==> src/rtl/run_length_byte_encoder_assert.svh <==
// Assertion macros for the run-length byte encoder
`ifndef RUN_LENGTH_BYTE_ENCODER_ASSERT_SVH
`define RUN_LENGTH_BYTE_ENCODER_ASSERT_SVH

`ifndef ASSERT_OFF
`define RLBE_ASSERT_IMPLY(label, clk, rst, ante, cons) \
  label: assert property (@(posedge clk) disable iff (rst) (ante) |-> (cons)) \
    else $error("implication check failed");
`define RLBE_ASSERT_NEXT(label, clk, rst, ante, cons) \
  label: assert property (@(posedge clk) disable iff (rst) (ante) |=> (cons)) \
    else $error("next-cycle check failed");
`else
`define RLBE_ASSERT_IMPLY(label, clk, rst, ante, cons)
`define RLBE_ASSERT_NEXT(label, clk, rst, ante, cons)
`endif

`endif

==> src/rtl/rlbe_pkg.sv <==
// Shared types and constants for the run-length byte encoder
`timescale 1ns / 1ps
package rlbe_pkg;

  localparam int TALLY_W  = 48;
  localparam int TOTAL_W  = 51;
  localparam int LEN_W    = 11;
  localparam int SYM_W    = 3;
  localparam int CODE_W   = 8;
  localparam int CHUNK_W  = 5;
  localparam int NUM_SYM  = 6;

  localparam logic [LEN_W-1:0]   MAX_INPUT_RUN = 11'd1953;
  localparam logic [CHUNK_W-1:0] CHUNK_MAX     = 5'd31;
  localparam logic [SYM_W-1:0]   NO_SYMBOL     = 3'd7;
  localparam logic [SYM_W-1:0]   FIRST_BAD_SYM = 3'd6;
  localparam logic [CODE_W-1:0]  END_MARK      = 8'd7;
  localparam logic [1:0]         SUM_LAST      = 2'd2;

  typedef logic [TALLY_W-1:0] tally_t;

  typedef enum logic [2:0] {
    ST_IDLE,
    ST_FLUSH,
    ST_SPLIT,
    ST_SUM,
    ST_MARK
  } rlbe_state_t;

  typedef struct packed {
    logic load_item;
    logic merge;
    logic load_new;
    logic clear_pend;
    logic flush_emit;
    logic chunk_emit;
    logic out_last;
    logic sum_clear;
    logic sum_step;
    logic mark_emit;
  } rlbe_cmd_t;

  typedef struct packed {
    logic kind;
    logic sym_bad;
    logic same_sym;
    logic pend_emit;
    logic merged_long;
    logic item_long;
    logic pend_long2;
    logic sum_done;
    logic slot_free;
  } rlbe_status_t;

endpackage

==> src/rtl/run_length_byte_encoder.sv <==
// Top level of the run-length byte encoder
//
// Input channel (in_valid/in_ready) carries one item per transfer: a run
// (kind 0, symbol 0..5, run_length) or a finish request (kind 1).
// Output channel (out_valid/out_ready) carries code bytes, length in bits
// 7..3 and symbol in bits 2..0, with six running tallies; byte 7 is the end
// marker, which also carries grand_total and closes the stream.
// Runs of the same symbol merge into one pending run; a pending run above 31
// is cut into 31-symbol bytes and the rest stays pending; last marks the
// final byte of an item. An item passes IDLE and FLUSH in the control
// sequencer; each split chunk of a long run adds a SPLIT step, which waits
// on the single output register. The first byte of an item is loaded into
// the output register from FLUSH, or from SPLIT when a long run starts with
// nothing to flush. A finish passes flush, a 3-step tally adder and the
// marker, which is loaded into the output register from MARK.
// Reset clears the pending run and the tallies at once; no clearing pass.
// A stalled receiver holds the output register; the sequencer waits on it
// and in_ready stays low until the current item is fully issued.
`timescale 1ns / 1ps
`include "run_length_byte_encoder_assert.svh"
module run_length_byte_encoder
  import rlbe_pkg::*;
(
  input  logic               clk,
  input  logic               rst,
  input  logic               in_valid,
  output logic               in_ready,
  input  logic               kind,
  input  logic [SYM_W-1:0]   symbol,
  input  logic [LEN_W-1:0]   run_length,
  output logic               out_valid,
  input  logic               out_ready,
  output logic [CODE_W-1:0]  code_byte,
  output logic               last,
  output tally_t             tally_zero,
  output tally_t             tally_one,
  output tally_t             tally_two,
  output tally_t             tally_three,
  output tally_t             tally_four,
  output tally_t             tally_five,
  output logic [TOTAL_W-1:0] grand_total
);

  rlbe_cmd_t    cmd;
  rlbe_status_t status;
  tally_t       out_tally [NUM_SYM];

  rlbe_ctrl u_ctrl (
    .clk      (clk),
    .rst      (rst),
    .in_valid (in_valid),
    .in_ready (in_ready),
    .status   (status),
    .cmd      (cmd)
  );

  rlbe_datapath u_datapath (
    .clk         (clk),
    .rst         (rst),
    .kind        (kind),
    .symbol      (symbol),
    .run_length  (run_length),
    .out_ready   (out_ready),
    .cmd         (cmd),
    .status      (status),
    .out_valid   (out_valid),
    .code_byte   (code_byte),
    .last        (last),
    .out_tally   (out_tally),
    .grand_total (grand_total)
  );

  assign tally_zero  = out_tally[0];
  assign tally_one   = out_tally[1];
  assign tally_two   = out_tally[2];
  assign tally_three = out_tally[3];
  assign tally_four  = out_tally[4];
  assign tally_five  = out_tally[5];

  `RLBE_ASSERT_IMPLY(a_mark_is_last, clk, rst, out_valid && code_byte == END_MARK, last)
  `RLBE_ASSERT_IMPLY(a_total_only_on_mark, clk, rst, out_valid && code_byte != END_MARK, grand_total == '0)
  `RLBE_ASSERT_IMPLY(a_byte_has_length, clk, rst, out_valid, code_byte[7:3] != '0 || code_byte == END_MARK)
  `RLBE_ASSERT_NEXT(a_busy_after_transfer, clk, rst, in_valid && in_ready, !in_ready)

endmodule

==> src/rtl/rlbe_ctrl.sv <==
// Control state machine for the run-length byte encoder
`timescale 1ns / 1ps
module rlbe_ctrl
  import rlbe_pkg::*;
(
  input  logic         clk,
  input  logic         rst,
  input  logic         in_valid,
  output logic         in_ready,
  input  rlbe_status_t status,
  output rlbe_cmd_t    cmd
);

  rlbe_state_t state, state_next;

  always_ff @(posedge clk) begin
    if (rst) begin
      state <= ST_IDLE;
    end else begin
      state <= state_next;
    end
  end

  always_comb begin
    state_next = state;
    cmd        = '0;
    in_ready   = 1'b0;
    case (state)
      ST_IDLE: begin
        in_ready = 1'b1;
        if (in_valid) begin
          cmd.load_item = 1'b1;
          state_next    = ST_FLUSH;
        end
      end
      ST_FLUSH: begin
        if (status.kind) begin
          if (!status.pend_emit || status.slot_free) begin
            cmd.flush_emit = status.pend_emit;
            cmd.clear_pend = 1'b1;
            cmd.sum_clear  = 1'b1;
            state_next     = ST_SUM;
          end
        end else if (status.sym_bad) begin
          state_next = ST_IDLE;
        end else if (status.same_sym) begin
          cmd.merge  = 1'b1;
          state_next = status.merged_long ? ST_SPLIT : ST_IDLE;
        end else if (!status.pend_emit || status.slot_free) begin
          cmd.flush_emit = status.pend_emit;
          cmd.out_last   = !status.item_long;
          cmd.load_new   = 1'b1;
          state_next     = status.item_long ? ST_SPLIT : ST_IDLE;
        end
      end
      ST_SPLIT: begin
        if (status.slot_free) begin
          cmd.chunk_emit = 1'b1;
          cmd.out_last   = !status.pend_long2;
          state_next     = status.pend_long2 ? ST_SPLIT : ST_IDLE;
        end
      end
      ST_SUM: begin
        cmd.sum_step = 1'b1;
        if (status.sum_done) begin
          state_next = ST_MARK;
        end
      end
      ST_MARK: begin
        if (status.slot_free) begin
          cmd.mark_emit = 1'b1;
          cmd.out_last  = 1'b1;
          state_next    = ST_IDLE;
        end
      end
      default: begin
        state_next = ST_IDLE;
      end
    endcase
  end

endmodule

==> src/rtl/rlbe_datapath.sv <==
// Pending run, tallies, total adder and output register of the run-length byte encoder
`timescale 1ns / 1ps
module rlbe_datapath
  import rlbe_pkg::*;
(
  input  logic               clk,
  input  logic               rst,
  input  logic               kind,
  input  logic [SYM_W-1:0]   symbol,
  input  logic [LEN_W-1:0]   run_length,
  input  logic               out_ready,
  input  rlbe_cmd_t          cmd,
  output rlbe_status_t       status,
  output logic               out_valid,
  output logic [CODE_W-1:0]  code_byte,
  output logic               last,
  output tally_t             out_tally [NUM_SYM],
  output logic [TOTAL_W-1:0] grand_total
);

  logic               item_kind;
  logic [SYM_W-1:0]   item_sym;
  logic [LEN_W-1:0]   item_len;
  logic [SYM_W-1:0]   pend_sym;
  logic [LEN_W-1:0]   pend_len;
  logic [LEN_W-1:0]   merged_len;
  tally_t             tally      [NUM_SYM];
  tally_t             tally_next [NUM_SYM];
  logic [TALLY_W:0]   pair_sum   [3];
  logic [TOTAL_W-1:0] total;
  logic [1:0]         sum_phase;
  logic               emit;
  logic [CHUNK_W-1:0] emit_len;

  assign merged_len = pend_len + item_len;
  assign emit       = cmd.flush_emit | cmd.chunk_emit;
  assign emit_len   = cmd.chunk_emit ? CHUNK_MAX : pend_len[CHUNK_W-1:0];

  always_comb begin
    status.kind        = item_kind;
    status.sym_bad     = item_sym >= FIRST_BAD_SYM;
    status.same_sym    = item_sym == pend_sym;
    status.pend_emit   = (pend_sym < FIRST_BAD_SYM) && (pend_len != '0);
    status.merged_long = merged_len > LEN_W'(CHUNK_MAX);
    status.item_long   = item_len > LEN_W'(CHUNK_MAX);
    status.pend_long2  = pend_len > (LEN_W'(CHUNK_MAX) + LEN_W'(CHUNK_MAX));
    status.sum_done    = sum_phase == SUM_LAST;
    status.slot_free   = !out_valid || out_ready;
  end

  always_ff @(posedge clk) begin
    if (cmd.load_item) begin
      item_kind <= kind;
      item_sym  <= symbol;
      item_len  <= (run_length > MAX_INPUT_RUN) ? MAX_INPUT_RUN : run_length;
    end
  end

  always_ff @(posedge clk) begin
    if (rst) begin
      pend_sym <= NO_SYMBOL;
      pend_len <= '0;
    end else if (cmd.clear_pend || cmd.mark_emit) begin
      pend_sym <= NO_SYMBOL;
      pend_len <= '0;
    end else if (cmd.load_new) begin
      pend_sym <= item_sym;
      pend_len <= item_len;
    end else if (cmd.merge) begin
      pend_len <= merged_len;
    end else if (cmd.chunk_emit) begin
      pend_len <= pend_len - LEN_W'(CHUNK_MAX);
    end
  end

  for (genvar i = 0; i < NUM_SYM; i++) begin : g_lane
    logic [TALLY_W:0] lane_sum;
    assign lane_sum = {1'b0, tally[i]} + (TALLY_W + 1)'(emit_len);
    always_comb begin
      tally_next[i] = tally[i];
      if (emit && (pend_sym == SYM_W'(i))) begin
        tally_next[i] = lane_sum[TALLY_W] ? '1 : lane_sum[TALLY_W-1:0];
      end
    end
    always_ff @(posedge clk) begin
      if (rst || cmd.mark_emit) begin
        tally[i] <= '0;
      end else begin
        tally[i] <= tally_next[i];
      end
    end
  end

  always_ff @(posedge clk) begin
    if (rst) begin
      sum_phase <= '0;
    end else if (cmd.sum_clear) begin
      sum_phase <= '0;
    end else if (cmd.sum_step) begin
      sum_phase <= sum_phase + 2'd1;
    end
  end

  always_ff @(posedge clk) begin
    if (cmd.sum_step) begin
      case (sum_phase)
        2'd0: begin
          pair_sum[0] <= {1'b0, tally[0]} + {1'b0, tally[1]};
          pair_sum[1] <= {1'b0, tally[2]} + {1'b0, tally[3]};
          pair_sum[2] <= {1'b0, tally[4]} + {1'b0, tally[5]};
        end
        2'd1: begin
          total <= {2'b0, pair_sum[0]} + {2'b0, pair_sum[1]};
        end
        default: begin
          total <= total + {2'b0, pair_sum[2]};
        end
      endcase
    end
  end

  always_ff @(posedge clk) begin
    if (rst) begin
      out_valid <= 1'b0;
    end else if (emit || cmd.mark_emit) begin
      out_valid <= 1'b1;
    end else if (out_ready) begin
      out_valid <= 1'b0;
    end
  end

  always_ff @(posedge clk) begin
    if (emit) begin
      code_byte   <= {emit_len, pend_sym};
      last        <= cmd.out_last;
      out_tally   <= tally_next;
      grand_total <= '0;
    end else if (cmd.mark_emit) begin
      code_byte   <= END_MARK;
      last        <= cmd.out_last;
      out_tally   <= tally;
      grand_total <= total;
    end
  end

endmodule
==> config.mk <==
export PLATFORM = sky130hd
export DESIGN_NAME = run_length_byte_encoder
export DESIGN_NICKNAME = d
export VERILOG_FILES = /design/src/rtl/rlbe_pkg.sv /design/src/rtl/run_length_byte_encoder.sv /design/src/rtl/rlbe_ctrl.sv /design/src/rtl/rlbe_datapath.sv
export VERILOG_INCLUDE_DIRS = /design/src /design/src/rtl
export SDC_FILE = /design/constraint.sdc
export NUM_CORES = 2
export LEC_CHECK = 0
export BUFFER_PORTS_ARGS = -buffer_cell sky130_fd_sc_hd__buf_2
export CORE_UTILIZATION = 57
export CTS_BUF_LIST = sky130_fd_sc_hd__clkbuf_8
export DETAILED_ROUTE_END_ITERATION = 10
export PLACE_DENSITY = 0.79
export SKIP_LAST_GASP = 1
export SYNTH_ARGS = -nofsm -noshare
export SYNTH_HDL_FRONTEND = slang
export SYNTH_HIERARCHICAL = 1
export SYNTH_SLANG_ARGS = --single-unit
==> constraint.sdc <==
create_clock -name clk -period 8.7 [get_ports clk]
set_input_delay 1.74 -clock clk [delete_from_list [all_inputs] [get_ports clk]]
set_output_delay 1.74 -clock clk [all_outputs]
set_load 0.01 [all_outputs]
# ---- Word-level counts from Yosys, hierarchy flattened
# Memories as Yosys holds them, arrays and structs flattened.
# Cells that the tools add are included.
dict set report totals {
  word_cells 160
  mem_count 1
  out_inout_bits 350
  ram_bits 147
  reg_bits 722
  in_bits 19
}
# memory words word_bits rd rd_clocked_by_memory_dff wr line
set memory_table {}
lappend memory_table {u_datapath.pair_sum 3 49 3 0 3 rlbe_datapath.sv:29} ;# logic [TALLY_W:0] pair_sum [3];
dict set report op_classes {
  bitwise_logic 2
  muxes 68
  n_addsub 14
  n_eq_ne 18
  n_lt_le_gt_ge 6
  n_reduce_logical 27
}
# cell count
set ops {}
lappend ops {{two-way mux 288 bit} 2}
lappend ops {{two-way mux 48 bit} 12}
lappend ops {{adder 48 x 5 -> 49 bit} 6}
lappend ops {{adder 48 x 48 -> 49 bit} 3}
lappend ops {{case mux 51 bit (2 select lines)} 1}
lappend ops {{adder 51 x 49 -> 51 bit} 1}
lappend ops {{adder 49 x 49 -> 50 bit} 1}
lappend ops {{two-way mux 11 bit} 3}
lappend ops {{two-way mux 1 bit} 28}
lappend ops {{two-way mux 3 bit} 9}
lappend ops {{> comparator 11 x 5 -> 1 bit (second input constant)} 2}
lappend ops {{two-way mux 8 bit} 2}
lappend ops {{case mux 3 bit (5 select lines)} 1}
lappend ops {{two-way mux 2 bit} 7}
lappend ops {{equality test 3 x 2 -> 1 bit (second input constant)} 4}
lappend ops {{adder 11 bit} 1}
lappend ops {{> comparator 11 bit (second input constant)} 1}
lappend ops {{> comparator 11 x 6 -> 1 bit (second input constant)} 1}
lappend ops {{nonzero test 11 bit} 1}
lappend ops {{subtractor 11 x 5 -> 11 bit (second input constant)} 1}
lappend ops {{equality test 3 bit (second input constant)} 3}
lappend ops {{logical AND 1 bit} 7}
lappend ops {{equality test 3 x 1 -> 1 bit (second input constant)} 2}
lappend ops {{logical NOT 3 bit} 2}
lappend ops {{23 further kinds} 34}

# ---- Longest topological paths before layout
dict set report depth {
  word_depth 13
  mapped_depth 20
  mapped_depth_nobuf 17
}

# ---- Cells and area by module
# Netlist, hierarchy kept.
# mod instances seq_area_each_um2 cells_per_inst area_each_um2
set by_module_without_submodules {}
lappend by_module_without_submodules {rlbe_datapath 1 22441.5 4760 47287.9}
lappend by_module_without_submodules {rlbe_ctrl 1 60.1 52 390.4}

# ---- Worst setup path after synthesis
# No wires, ideal clock.
dict set report synth_path {
  path_type {input to register}
  start {in out_ready}
  end {reg u_datapath.code_byte[0] (enable)}
  setup_time_ps 646
  arrival_time_ps 8849
  setup_slack_ps -795
  required_time_ps 8054
  path_buffers 2
  path_stages 7
  path_cell_list {nand2b_1 -> nand2_1 -> nor3b_1 -> clkbuf_1 -> clkbuf_1 -> nor2_1 -> inv_1}
}
# item line
set synth_rtl {}
lappend synth_rtl {{start: declaration} run_length_byte_encoder.sv:32} ;# input logic out_ready,
lappend synth_rtl {{end signal: assignment} rlbe_datapath.sv:134} ;# code_byte <= {emit_len, pend_sym};
lappend synth_rtl {{end: declaration} rlbe_datapath.sv:15} ;# output logic [CODE_W-1:0] code_byte,

==> results.json <==
{
  "yosysWarnings": 6,
  "fin_skew_ps": 42.8,
  "max-cap-violations": 0,
  "antenna_found_initial": 3,
  "layout_common_cells": "546 x nand2_1, 545 x a21oi_1, 510 x edfxtp_1",
  "syn_nets": 5131,
  "ys_types": 114,
  "drt_iter0_drc": 3236,
  "pwr_density_cell_nw_per_um2": 202,
  "rows": 105,
  "hold_viol_final": 0,
  "cts_hold_buf": 0,
  "rsz0062_at_grt": "no",
  "die_h_microns": 291,
  "synthCells": 4812,
  "multiInputGateArea_sq_um": 23900,
  "ys_async_sr_fraction_pct": 0,
  "firstDrtPassIters": 6,
  "root_buffer": "clkbuf_8",
  "totalWireLength_microns": 124000,
  "ys_top_cells_by_area": "edfxtp_1 32%, dfxtp_1 15%, ha_1 7.6%",
  "fin_crit_sh_pct": 68.8,
  "htreeDepth": 4,
  "cts_tree": "yes",
  "yosys.area.top_type_share_pct": 32.1,
  "cp_data_arrival_time_ps": 6730,
  "cts.sinks": 869,
  "cts-resized-gates": 0,
  "setup_slack_ps": 2720,
  "clk_pin_slew_ps": 60,
  "netlist_area_sq_um": 47700,
  "leakage_uw": 0.0239,
  "numPortBuffers": 368,
  "clk_latency_ps": 810,
  "numCtsBuffers": 143,
  "drive_gt1_share_pct": 13.2,
  "worstPathMaxFanout": 81,
  "path_cells": "buf_2 -> nand2b_1 -> nand2_1 -> nor2_1 -> or2_2 -> ha_1 -> inv_1 -> fa_1 -> nor2b_1 -> o21ai_0 -> a21boi_0 -> buf_4 -> nor2_1 -> nor4_1 -> nand2b_1 -> or2_2 -> buf_4 -> nand2_1 -> mux2_2 -> and2_1",
  "finalNonFillerCells": 6357,
  "relSlewSlack_pct": 33.4,
  "drcViolationCount": 0,
  "tns_ps": 0,
  "synth_area_per_cell_sq_um": 9.91,
  "area_growth_pct": 11.7,
  "ys.flop_type": "edfxtp_1",
  "viasPerCell": 5.92,
  "gp_congestion": 0.962,
  "tightest_slew_ps": 998,
  "ys_seq_area_share_pct": 47.2,
  "synth-edff-count": 510,
  "wl_per_cell_microns": 19.5,
  "dieWidth_microns": 291,
  "grt_max_degree": 156,
  "place_inst": 6090,
  "crit_path_max_incr_delay_ps": 720,
  "grt_pass1_wl_microns": 194000,
  "cts_setup_buffers": 0,
  "outcome": "complete, no violations",
  "finalCriticalPeriod_ps": 5980,
  "endpoint_kind": "flip-flop",
  "ir_worst_vdd_uv": 257,
  "layout.nets": 5484,
  "cts_buffer_depth": 3,
  "slew_viol_final": 0,
  "crit_required_ps": 9450,
  "dp_worst_setup_slack_ps": 2030,
  "final_common_cell": "nand2_1",
  "critical_path.startpoint_type": "input pin",
  "floorplan.core_area_sq_um": 82400,
  "path_class": "input pin to flip-flop",
  "grt.overflow.total": 0,
  "grt.total_usage_pct": 28.7,
  "synth-seq-cells": 869,
  "grt_pass1_vias": 35493,
  "fmaxAchievable_mhz": 167,
  "hold_class": "flip-flop to flip-flop",
  "setup_viol": 0,
  "drtAntennaViolNets": 0,
  "start_util_pct": 57.9,
  "pin_count": 369,
  "dp_hpwl_microns": 90700,
  "synth_area_leader_cell": "edfxtp_1",
  "num_vias": 37634,
  "dieArea_sq_um": 84800,
  "rrSetupSlack_ps": 3350,
  "nFillCells": 6688,
  "crit_slowest_cell": "nor2_1",
  "ff_latch_area_sq_um": 22500
}
cells in the mapped netlist, types with 50 or more instances:
library cell and n:
clkbuf_1 141, mux2i_1 71, ha_1 288, a21o_1 132, inv_1 129, nand4_1 68, and3_1 87, and2_1 92
o21ai_0 159, a21oi_1 545, nor2_1 347, a31oi_1 51, edfxtp_1 510, o21bai_1 50, xnor2_1 233, xor2_1 228
nor3_1 56, nand2_1 548, nand3_1 153, dfxtp_1 359
report_power, final:
| part | internal (uW) | switching [uW] | total (uW) |
|---|---|---|---|
| Sequential | 4970 | 254 | 5220 |
| Combinational | 651 | 1270 | 1920 |
| Clock | 1930 | 1700 | 3630 |
| Total | 7550 | 3230 | 10800 |
logic make-up after synthesis:
logic type                 Yosys count  synth area share [%]
xor gates and xnor gates           461                  8.47
adders and majority gates          300                  8.06
muxes                               84                  1.80
buffers and inverters              316                  2.73
and+or+nand+nor                   1578                  16.0
AOI/OAI and AO/OA                 1204                  15.7
DFF                                869                  47.2
stage by stage:
step	util (%)	hold WS [ps]	cell area, sq um	total power (uW)
3_5_place_dp	61.1	478	50300	7220
2_1_floorplan	-	484	47700	6560
6_report	64.6	487	53200	10800
4_1_cts	64.6	494	53200	10900
3_3_place_gp	61.1	471	50300	7180
5_1_grt	64.6	519	53200	11300
final cells by class:
type | instances | area share, %
diodes | 2 | 0.00940
clock buffers | 160 | 4.14
clock inverters | 105 | 1.36
inverters | 130 | 0.924
multi-input cells | 3627 | 44.9
flip-flops and latches | 869 | 42.3
well taps | 1070 | 2.51
repair buffers | 394 | 3.87
layer usage:
metal  part of all wire [%]  track usage (%)  vias to the layer above
li1                       -                -                    18142
met1                     44             39.1                    17809
met2                     46             46.0                     1446
met3                    6.6             4.57                      237
met4                    3.3             10.7                        0
met5                      0                0                        -
registers in the layout (all words and copies together) (netlist names), 8 cells and up:
name                    flops
u_datapath/grand_total     51
u_datapath/item_len        11
u_datapath/pend_len        11
u_datapath/out_tally      288
u_datapath/tally          288
u_datapath/code_byte        8
u_datapath/pair_sum       147
u_datapath/total           51
worst max-delay path: cells and delay by family:
| family | cells | cell delay, ps |
|---|---|---|
| compound gates | 2 | 370 |
| fa+ha+maj | 2 | 620 |
| simple gates | 11 | 3100 |
| buf+inv | 4 | 680 |
| mux | 1 | 160 |
worst paths after layout:
check                                           from                                      end  depth (start not counted)
max                                        out_ready         u_datapath/tally[139]$_SDFF_PP0_                         20
max reg2reg             u_ctrl/state[1]$_SDFFE_PP0P_         u_datapath/tally[139]$_SDFF_PP0_                         18
min          u_datapath/grand_total[41]$_SDFFE_PN0P_  u_datapath/grand_total[41]$_SDFFE_PN0P_                          2
min reg2reg  u_datapath/grand_total[41]$_SDFFE_PN0P_  u_datapath/grand_total[41]$_SDFFE_PN0P_                          2
No activity file was read; power rests on OpenSTA's default activity.
